## config.mk

```make
export PLATFORM = sky130hd
export DESIGN_NAME = mask_priority_downsample_2x2
export DESIGN_NICKNAME = d
export VERILOG_FILES = /design/src/hw/rtl/mpd_pkg.sv /design/src/hw/rtl/mpd_line_store.sv /design/src/hw/rtl/mask_priority_downsample_2x2.sv
export SDC_FILE = /design/constraint.sdc
export NUM_CORES = 2
export LEC_CHECK = 0
export BUFFER_PORTS_ARGS = -buffer_cell sky130_fd_sc_hd__buf_2
export CAP_MARGIN = 20
export CORE_MARGIN = 1
export CORE_UTILIZATION = 60
export DETAILED_ROUTE_END_ITERATION = 7
export HOLD_SLACK_MARGIN = 0.06
export PLACE_DENSITY = 0.76
export SETUP_SLACK_MARGIN = 0.5
export SYNTH_ARGS = -nofsm -noshare
export SYNTH_HDL_FRONTEND = slang
export SYNTH_SLANG_ARGS = --single-unit
```

## constraint.sdc

```tcl
create_clock -name clock -period 63.5 [get_ports clock]
set_input_delay 6.35 -clock clock [delete_from_list [all_inputs] [get_ports clock]]
set_output_delay 6.35 -clock clock [all_outputs]
set_load 0.01 [all_outputs]
```

## src/hw/rtl/mpd_pkg.sv

```systemverilog
// Shared types and constants for the 2x2 priority mask downsampler.
// Holds pixel class codes, register indexes and default geometry limits.
// No dependencies.
`timescale 1ns / 1ps
`default_nettype none

package mpd_pkg;

   localparam int DEF_MAX_WIDTH  = 2048;
   localparam int DEF_MAX_HEIGHT = 4096;

   localparam int DIM_W    = 14;
   localparam int LABEL_W  = 8;
   localparam int FWIDTH_W = 12;
   localparam int FHEIGHT_W = 13;
   localparam int CSR_IDX_W = 3;
   localparam int CSR_DATA_W = 13;

   typedef enum logic [CSR_IDX_W-1:0] {
      CSR_FRAME_WIDTH  = 3'd0,
      CSR_FRAME_HEIGHT = 3'd1,
      CSR_HOLE_LABEL   = 3'd2,
      CSR_BACK_LABEL   = 3'd3,
      CSR_SEARCH_LABEL = 3'd4
   } csr_index_type;

   typedef enum logic [1:0] {
      CLS_SEARCH = 2'd0,
      CLS_BACK   = 2'd1,
      CLS_HOLE   = 2'd2
   } class_type;

   function automatic class_type class_max(input class_type a, input class_type b);
      class_type r;
      r = (a > b) ? a : b;
      return r;
   endfunction

endpackage

`default_nettype wire

```

## src/hw/rtl/mpd_line_store.sv

```systemverilog
// Line store holding the class of each top-row pair of a block row.
// Synchronous memory, one write and one read port, registered read data.
// Depends on mpd_pkg for the class type.
`timescale 1ns / 1ps
`default_nettype none

module mpd_line_store
   import mpd_pkg::*;
#(
   parameter int DEPTH = DEF_MAX_WIDTH / 2,
   parameter int IDX_W = 10
) (
   input  wire logic             clock,
   input  wire logic             wr_en,
   input  wire logic [IDX_W-1:0] wr_idx,
   input  wire class_type        wr_class,
   input  wire logic             rd_en,
   input  wire logic [IDX_W-1:0] rd_idx,
   output class_type             rd_class
);

   class_type store_ff [DEPTH];
   class_type rd_class_ff;

   always_ff @(posedge clock) begin
      if (wr_en) begin
         store_ff[wr_idx] <= wr_class;
      end
      if (rd_en) begin
         rd_class_ff <= store_ff[rd_idx];
      end
   end

   assign rd_class = rd_class_ff;

endmodule

`default_nettype wire

```

## src/hw/rtl/mask_priority_downsample_2x2.sv

```systemverilog
// A result passes through the block stage and the result register before rsp_tvalid.
// Throughput: one pixel per clock unless stalled; at most one line store access per pixel.
// A stalled result stops input only once the block stage behind it is also full.
// Reset clears counters, labels and geometry to defaults and empties the pipeline.
// The line store is not cleared; an odd row only reads pairs written by the row above.
// Depends on mpd_pkg and mpd_line_store.
`timescale 1ns / 1ps
`default_nettype none

module mask_priority_downsample_2x2
   import mpd_pkg::*;
#(
   parameter int MAX_WIDTH  = DEF_MAX_WIDTH,
   parameter int MAX_HEIGHT = DEF_MAX_HEIGHT
) (
   input  wire logic                  clock,
   input  wire logic                  reset,
   // req_tdata: [7:0] in_label
   input  wire logic                  req_tvalid,
   output logic                       req_tready,
   input  wire logic [LABEL_W-1:0]    req_tdata,
   // rsp_tdata: [7:0] out_label
   output logic                       rsp_tvalid,
   input  wire logic                  rsp_tready,
   output logic [LABEL_W-1:0]         rsp_tdata,
   output logic                       rsp_tlast,
   input  wire logic                  csr_valid,
   output logic                       csr_ready,
   input  wire logic [CSR_IDX_W-1:0]  csr_index,
   input  wire logic [CSR_DATA_W-1:0] csr_data
);

   localparam int COL_W = ($clog2(MAX_WIDTH) < 2) ? 2 : $clog2(MAX_WIDTH);
   localparam int ROW_W = ($clog2(MAX_HEIGHT) < 1) ? 1 : $clog2(MAX_HEIGHT);
   localparam int STORE_DEPTH = (MAX_WIDTH + 1) / 2;
   localparam int IDX_W = COL_W - 1;

   logic [FWIDTH_W-1:0]  frame_width_ff;
   logic [FHEIGHT_W-1:0] frame_height_ff;
   logic [LABEL_W-1:0]   hole_label_ff;
   logic [LABEL_W-1:0]   back_label_ff;
   logic [LABEL_W-1:0]   search_label_ff;

   logic [COL_W-1:0] col_ff, col_in;
   logic [ROW_W-1:0] row_ff, row_in;
   class_type        left_ff, left_in;

   logic      s1_valid_ff;
   logic      s1_odd_ff;
   logic      s1_last_ff;
   class_type s1_pair_ff;

   logic               rsp_valid_ff;
   logic [LABEL_W-1:0] rsp_label_ff;
   logic               rsp_last_ff;

   logic [DIM_W-1:0] w_eff, h_eff, fw_ext, fh_ext;
   logic             req_accept, csr_accept, out_can, s1_adv, geom_wr;
   logic             last_col, last_row, pair_done, row_odd, emit;
   logic             st_we, st_re;
   logic [IDX_W-1:0] st_idx;
   class_type        cls, pair, rd_class, blk;
   logic [LABEL_W-1:0] blk_label;

   // Geometry clamp.
   always_comb begin
      fw_ext = DIM_W'(frame_width_ff);
      fh_ext = DIM_W'(frame_height_ff);
      if (fw_ext == '0) begin
         w_eff = DIM_W'(1);
      end else if (fw_ext > DIM_W'(MAX_WIDTH)) begin
         w_eff = DIM_W'(MAX_WIDTH);
      end else begin
         w_eff = fw_ext;
      end
      if (fh_ext == '0) begin
         h_eff = DIM_W'(1);
      end else if (fh_ext > DIM_W'(MAX_HEIGHT)) begin
         h_eff = DIM_W'(MAX_HEIGHT);
      end else begin
         h_eff = fh_ext;
      end
   end

   assign out_can    = !rsp_valid_ff || rsp_tready;
   assign s1_adv     = out_can;
   assign req_tready = !s1_valid_ff || out_can;
   assign req_accept = req_tvalid && req_tready;
   assign csr_ready  = 1'b1;
   assign csr_accept = csr_valid && csr_ready;
   assign geom_wr    = csr_accept && (csr_index inside {CSR_FRAME_WIDTH, CSR_FRAME_HEIGHT});

   // Classify and pair the incoming pixel.
   always_comb begin
      if (req_tdata == hole_label_ff) begin
         cls = CLS_HOLE;
      end else if (req_tdata == back_label_ff) begin
         cls = CLS_BACK;
      end else begin
         cls = CLS_SEARCH;
      end
      last_col = (DIM_W'(col_ff) + DIM_W'(1)) >= w_eff;
      last_row = (DIM_W'(row_ff) + DIM_W'(1)) >= h_eff;
      row_odd  = row_ff[0];
      left_in  = left_ff;
      if (!col_ff[0]) begin
         pair      = cls;
         pair_done = last_col;
         left_in   = cls;
      end else begin
         pair      = class_max(left_ff, cls);
         pair_done = 1'b1;
      end
      emit   = pair_done && (row_odd || last_row);
      st_we  = req_accept && pair_done && !row_odd && !last_row;
      st_re  = req_accept && pair_done && row_odd;
      st_idx = col_ff[COL_W-1:1];
      if (last_col) begin
         col_in = '0;
         row_in = last_row ? '0 : row_ff + 1'b1;
      end else begin
         col_in = col_ff + 1'b1;
         row_in = row_ff;
      end
   end

   mpd_line_store #(
      .DEPTH (STORE_DEPTH),
      .IDX_W (IDX_W)
   ) u_line_store (
      .clock    (clock),
      .wr_en    (st_we),
      .wr_idx   (st_idx),
      .wr_class (pair),
      .rd_en    (st_re),
      .rd_idx   (st_idx),
      .rd_class (rd_class)
   );

   // Merge with the stored top pair and map to a label.
   always_comb begin
      blk = s1_odd_ff ? class_max(rd_class, s1_pair_ff) : s1_pair_ff;
      case (blk)
         CLS_HOLE: begin
            blk_label = hole_label_ff;
         end
         CLS_BACK: begin
            blk_label = back_label_ff;
         end
         default: begin
            blk_label = search_label_ff;
         end
      endcase
   end

   always_ff @(posedge clock) begin
      if (reset) begin
         frame_width_ff  <= FWIDTH_W'(640);
         frame_height_ff <= FHEIGHT_W'(480);
         hole_label_ff   <= LABEL_W'(0);
         back_label_ff   <= LABEL_W'(1);
         search_label_ff <= LABEL_W'(2);
         col_ff          <= '0;
         row_ff          <= '0;
         left_ff         <= CLS_SEARCH;
         s1_valid_ff     <= 1'b0;
         rsp_valid_ff    <= 1'b0;
      end else begin
         if (geom_wr) begin
            col_ff <= '0;
            row_ff <= '0;
         end else if (req_accept) begin
            col_ff <= col_in;
            row_ff <= row_in;
         end
         if (req_accept) begin
            left_ff <= left_in;
         end
         if (csr_accept) begin
            case (csr_index)
               CSR_FRAME_WIDTH: begin
                  frame_width_ff <= csr_data[FWIDTH_W-1:0];
               end
               CSR_FRAME_HEIGHT: begin
                  frame_height_ff <= csr_data[FHEIGHT_W-1:0];
               end
               CSR_HOLE_LABEL: begin
                  hole_label_ff <= csr_data[LABEL_W-1:0];
               end
               CSR_BACK_LABEL: begin
                  back_label_ff <= csr_data[LABEL_W-1:0];
               end
               CSR_SEARCH_LABEL: begin
                  search_label_ff <= csr_data[LABEL_W-1:0];
               end
               default: begin
               end
            endcase
         end
         if (req_accept) begin
            s1_valid_ff <= emit;
         end else if (s1_adv) begin
            s1_valid_ff <= 1'b0;
         end
         if (out_can) begin
            rsp_valid_ff <= s1_valid_ff;
         end
      end
   end

   always_ff @(posedge clock) begin
      if (req_accept) begin
         s1_odd_ff  <= row_odd;
         s1_pair_ff <= pair;
         s1_last_ff <= last_col && last_row;
      end
      if (out_can && s1_valid_ff) begin
         rsp_label_ff <= blk_label;
         rsp_last_ff  <= s1_last_ff;
      end
   end

   assign rsp_tvalid = rsp_valid_ff;
   assign rsp_tdata  = rsp_label_ff;
   assign rsp_tlast  = rsp_last_ff;

   assert property (@(posedge clock) disable iff (reset)
      DIM_W'(col_ff) < w_eff)
      else $error("column counter beyond frame width");

   assert property (@(posedge clock) disable iff (reset)
      (s1_valid_ff && !out_can) |-> !req_accept)
      else $error("pixel accepted while block stage is stalled");

   assert property (@(posedge clock) disable iff (reset)
      !(st_we && st_re))
      else $error("line store written and read in the same cycle");

   assert property (@(posedge clock) disable iff (reset)
      (s1_valid_ff && !out_can) |=> (s1_valid_ff && $stable(rd_class)))
      else $error("stalled block lost its stored pair");

endmodule

`default_nettype wire

```

==> results.rst <==
.. list-table::
   :header-rows: 1

   * - Metric
     - Value
   * - Result of the run
     - completed
   * - Endpoints failing setup
     - 0
   * - Maximum clock frequency
     - roughly 0.076 GHz
   * - Post-DRT Antenna Nets
     - 0
   * - Count of buffers added by post-CTS timing repair for setup
     - 0
   * - Area share of the largest cell type after synthesis
     - around 70%
   * - Number of port buffers
     - 39
   * - Clock network fraction of design power
     - 42.6%
   * - Fraction of layout instances using a drive strength above 1
     - about a tenth
   * - Clock insertion delay at the later pin of the skew report
     - 0.87 ns
   * - Nature of the critical path endpoint
     - output pin
   * - R2r endpoint
     - u_line_store.rd_class[0]
   * - Initial DRC Count
     - between 8000 and 9000
   * - Critical path launch point type
     - primary input
   * - Worst reg2reg path startpoint
     - col_ff[2]
   * - # IOs
     - between 40 and 50
   * - Fin. Hold Viols
     - 0
   * - Post-CTS Hold Fix Bufs
     - 0
   * - Predominant post-synthesis flop cell
     - sky130_fd_sc_hd__edfxtp_1
   * - Worst Path Class, Setup
     - primary input to output pin
   * - Final period util
     - between 20% and 30%
   * - Async SR Flop Fraction
     - 0%
   * - Setup Skew
     - 0.0526 ns
   * - Number of synthesized flops with an enable pin
     - just over 2000
   * - Post-route setup TNS
     - 0 ns
   * - Worst R2R Setup Slack
     - about 57 ns
   * - Min Hold Slack
     - roughly 0.43 ns
   * - Total power density per cell area
     - ~28 mW/mm^2
   * - Total power
     - around 2.7 mW
   * - Pin count of the biggest net entering global routing
     - 271
   * - Via count
     - 53931
   * - Data arrival time at the worst-slack endpoint
     - just under 7 ns
   * - Sequential share of power
     - between 50% and 60%
   * - Clock root buffer
     - sky130_fd_sc_hd__clkbuf_16
   * - Synth warnings
     - 0
   * - Via count of the first global-routing pass
     - about 52000
   * - Largest area contributor in the synthesized netlist
     - sky130_fd_sc_hd__edfxtp_1
   * - Post-Syn Instances
     - approximately 6000
   * - Register bit count reported by yosys
     - around 2100
   * - Most frequent cells in the layout
     - sky130_fd_sc_hd__edfxtp_1 (2063), sky130_fd_sc_hd__nor2_1 (1133), sky130_fd_sc_hd__mux2i_1 (907)
   * - Mean routed wirelength per cell
     - about 31 um
   * - Die width
     - 384 um
   * - Worst r2r path cells
     - 11
   * - Dominant cell type by count on the critical path
     - sky130_fd_sc_hd__buf_2
   * - Starting density of the core
     - approximately three fifths
   * - Main area contributors after synthesis
     - sky130_fd_sc_hd__edfxtp_1 (71%), sky130_fd_sc_hd__mux2i_1 (10%), sky130_fd_sc_hd__nor2_1 (4.9%)
   * - Hold Path End
     - rsp_tlast
   * - CTS tree
     - yes
   * - Deepest level of the CTS H-tree
     - 4
   * - Clock period minus final worst setup slack
     - around 13 ns
   * - Setup slack after layout
     - 50.26 ns
   * - Data required time of the critical path
     - 57.15 ns
   * - Actual transition at the worst max-transition pin
     - approximately 1.3 ns
   * - Post-synthesis sequential area ratio
     - approximately 72%
   * - Net switching component of the power
     - 0.541 mW
   * - Share of the core filled with cells in the final layout
     - ~67%
   * - GRT Overall Usage
     - ~33%
   * - Die extent in y
     - about 380 um
   * - Design internal power
     - around 2.2 mW
   * - HPWL after detailed placement
     - 135000 um
   * - Largest driver fanout on the critical path
     - 3
   * - Floorplan die area
     - ~0.15 mm^2
   * - Sequence of cells on the critical path
     - buf_2 > nor2b_1 > nand2_1 > buf_2
   * - Most common cell after layout, fill and taps aside
     - sky130_fd_sc_hd__edfxtp_1
   * - Worst-case vdd ir drop
     - between 0.02 and 0.03 mV
   * - DRC
     - 0
   * - Number of distinct library cells after synthesis
     - 57
   * - Post-CTS clock slew at the launch and capture registers of the worst setup and hold paths
     - approximately 0.060 ns
   * - Post-Syn Area
     - 0.0877 mm^2
   * - Routed Wire Length
     - between 200000 and 250000 um
   * - Sink count of the clock tree
     - 2139
   * - Synthesis-to-layout area growth
     - 9.62%
   * - Post_cts resized
     - 0
   * - Slowest cell on crit path
     - sky130_fd_sc_hd__nor2b_1
   * - Fin nets
     - just under 6000
   * - Core outline area
     - between 0.1 and 0.15 mm^2
   * - Critical path origin
     - rsp_tready
   * - Static leakage
     - 28.3 nW
   * - Antenna violations before repair
     - 10
   * - Average cell area after synthesis
     - roughly 15 um^2
   * - Setup repair after global routing missed its margin
     - no
   * - DR vias/cell
     - roughly 6.8
   * - Final estimated routing congestion in global placement
     - around 0.88
   * - Placement-stage worst setup slack
     - 50.27 ns
   * - Cells on Worst Hold Path
     - 0
   * - Net count of the mapped netlist
     - roughly 6000
   * - Logic gate share of total power
     - under 10%
   * - Number of buffers on the longest clock path
     - 3
   * - Share of total power consumed by net switching
     - about a fifth
   * - Wire length of the first global-routing pass
     - approximately 350000 um
   * - Grt ovf
     - 0
   * - Worst slew margin
     - about 14%
   * - First-pass iteration count of the detailed router
     - 8
   * - Startpoint of the lowest-slack hold path
     - s1_last_ff
   * - Number of cell rows
     - about 140
   * - Number of pins exceeding their max-slew limit in the final report
     - 0
   * - Number of CTS-inserted buffers
     - a little over 200
   * - Max incr delay on CP
     - ~0.17 ns
   * - Path category of the worst min-delay check
     - flop to flop
   * - Total of max-cap violations
     - 0
[through the flow]
step	instances	instance area [um^2]
floorplan	5950	87700
global placement	7577	89900
detailed placement	7577	89900
CTS	7947	96200
global route	7947	96200
finish	7948	96200
[synth_stat cells, types with 61 or more instances]
master,instances
sky130_fd_sc_hd__a21oi_1,82
sky130_fd_sc_hd__buf_1,61
sky130_fd_sc_hd__buf_2,144
sky130_fd_sc_hd__clkbuf_1,257
sky130_fd_sc_hd__dfxtp_1,76
sky130_fd_sc_hd__edfxtp_1,2063
sky130_fd_sc_hd__mux2i_1,908
sky130_fd_sc_hd__mux4_2,69
sky130_fd_sc_hd__nand2_1,218
sky130_fd_sc_hd__nand3_1,69
sky130_fd_sc_hd__nor2_1,1136
sky130_fd_sc_hd__nor4_1,98
sky130_fd_sc_hd__o22ai_1,420
[power groups by stage]
| stage | clock network, mW | logic [mW] | registers (mW) |
|---|---|---|---|
| after floorplan | 0 | 0.0177 | 1.56 |
| after global routing | 1.21 | 0.0305 | 1.53 |
| after global placement | 0 | 0.0281 | 1.56 |
| after detailed placement | 0 | 0.0285 | 1.56 |
| after CTS | 1.16 | 0.0287 | 1.53 |
| final | 1.16 | 0.0295 | 1.53 |
[area by class of cell]
cell class / count / area, um^2
multi-input cells: 3328 / 22500
well taps: 1903 / 2380
diodes: 1 / 2.50
clock inverters: 116 / 855
clock buffers: 254 / 5420
flip-flops and latches: 2139 / 63500
repair buffers: 190 / 1450
inverters: 17 / 63.8
fillers: 9878 / 48200
[state kept, by name (all words and copies together) (netlist names), 8 cells and up]
| signal | flops |
|---|---|
| row_ff | 12 |
| u_line_store.store_ff | 2048 |
| col_ff | 11 |
| frame_width_ff | 12 |
| frame_height_ff | 13 |
| back_label_ff | 8 |
| rsp_tdata | 8 |
| search_label_ff | 8 |
| hole_label_ff | 8 |
[worst max-delay path, delay by kind of cell]
kind,cells,cell delay (ns)
simple gates,2,0.28
buf+inv,2,0.25
[worst max path at each step]
stage                          to  cells after the start  slack (ns)
floorplan           s1_pair_ff[0]                      8        8.24
global placement       req_tready                      4       50.25
detailed placement     req_tready                      4       50.27
CTS                    req_tready                      4       50.27
global route           req_tready                      4       50.18
finish                 req_tready                      4       50.26
[metal layers]
metal | track usage, % | wire length, um
met2 | 51.1 | 113000
met5 | 0 | 96
met3 | 8.09 | 33100
met4 | 16.2 | 13900
met1 | 44.7 | 87600
[kinds of logic (layout without fill, tap and decap cells)]
kind of cell	Yosys count	count (layout)	share of synthesized area (%)
AO/OA/AOI/OAI	639	639	4.55
XOR/XNOR	35	35	0.349
adder cells (fa/ha/maj)	35	35	0.499
buffers and inverters	483	577	2.29
flip-flops	2139	2139	72.4
multiplexers	978	978	12.1
other	1	2	0.00427
AND/OR/NAND/NOR	1640	1640	7.81
Power figures use the tool's default switching activity.
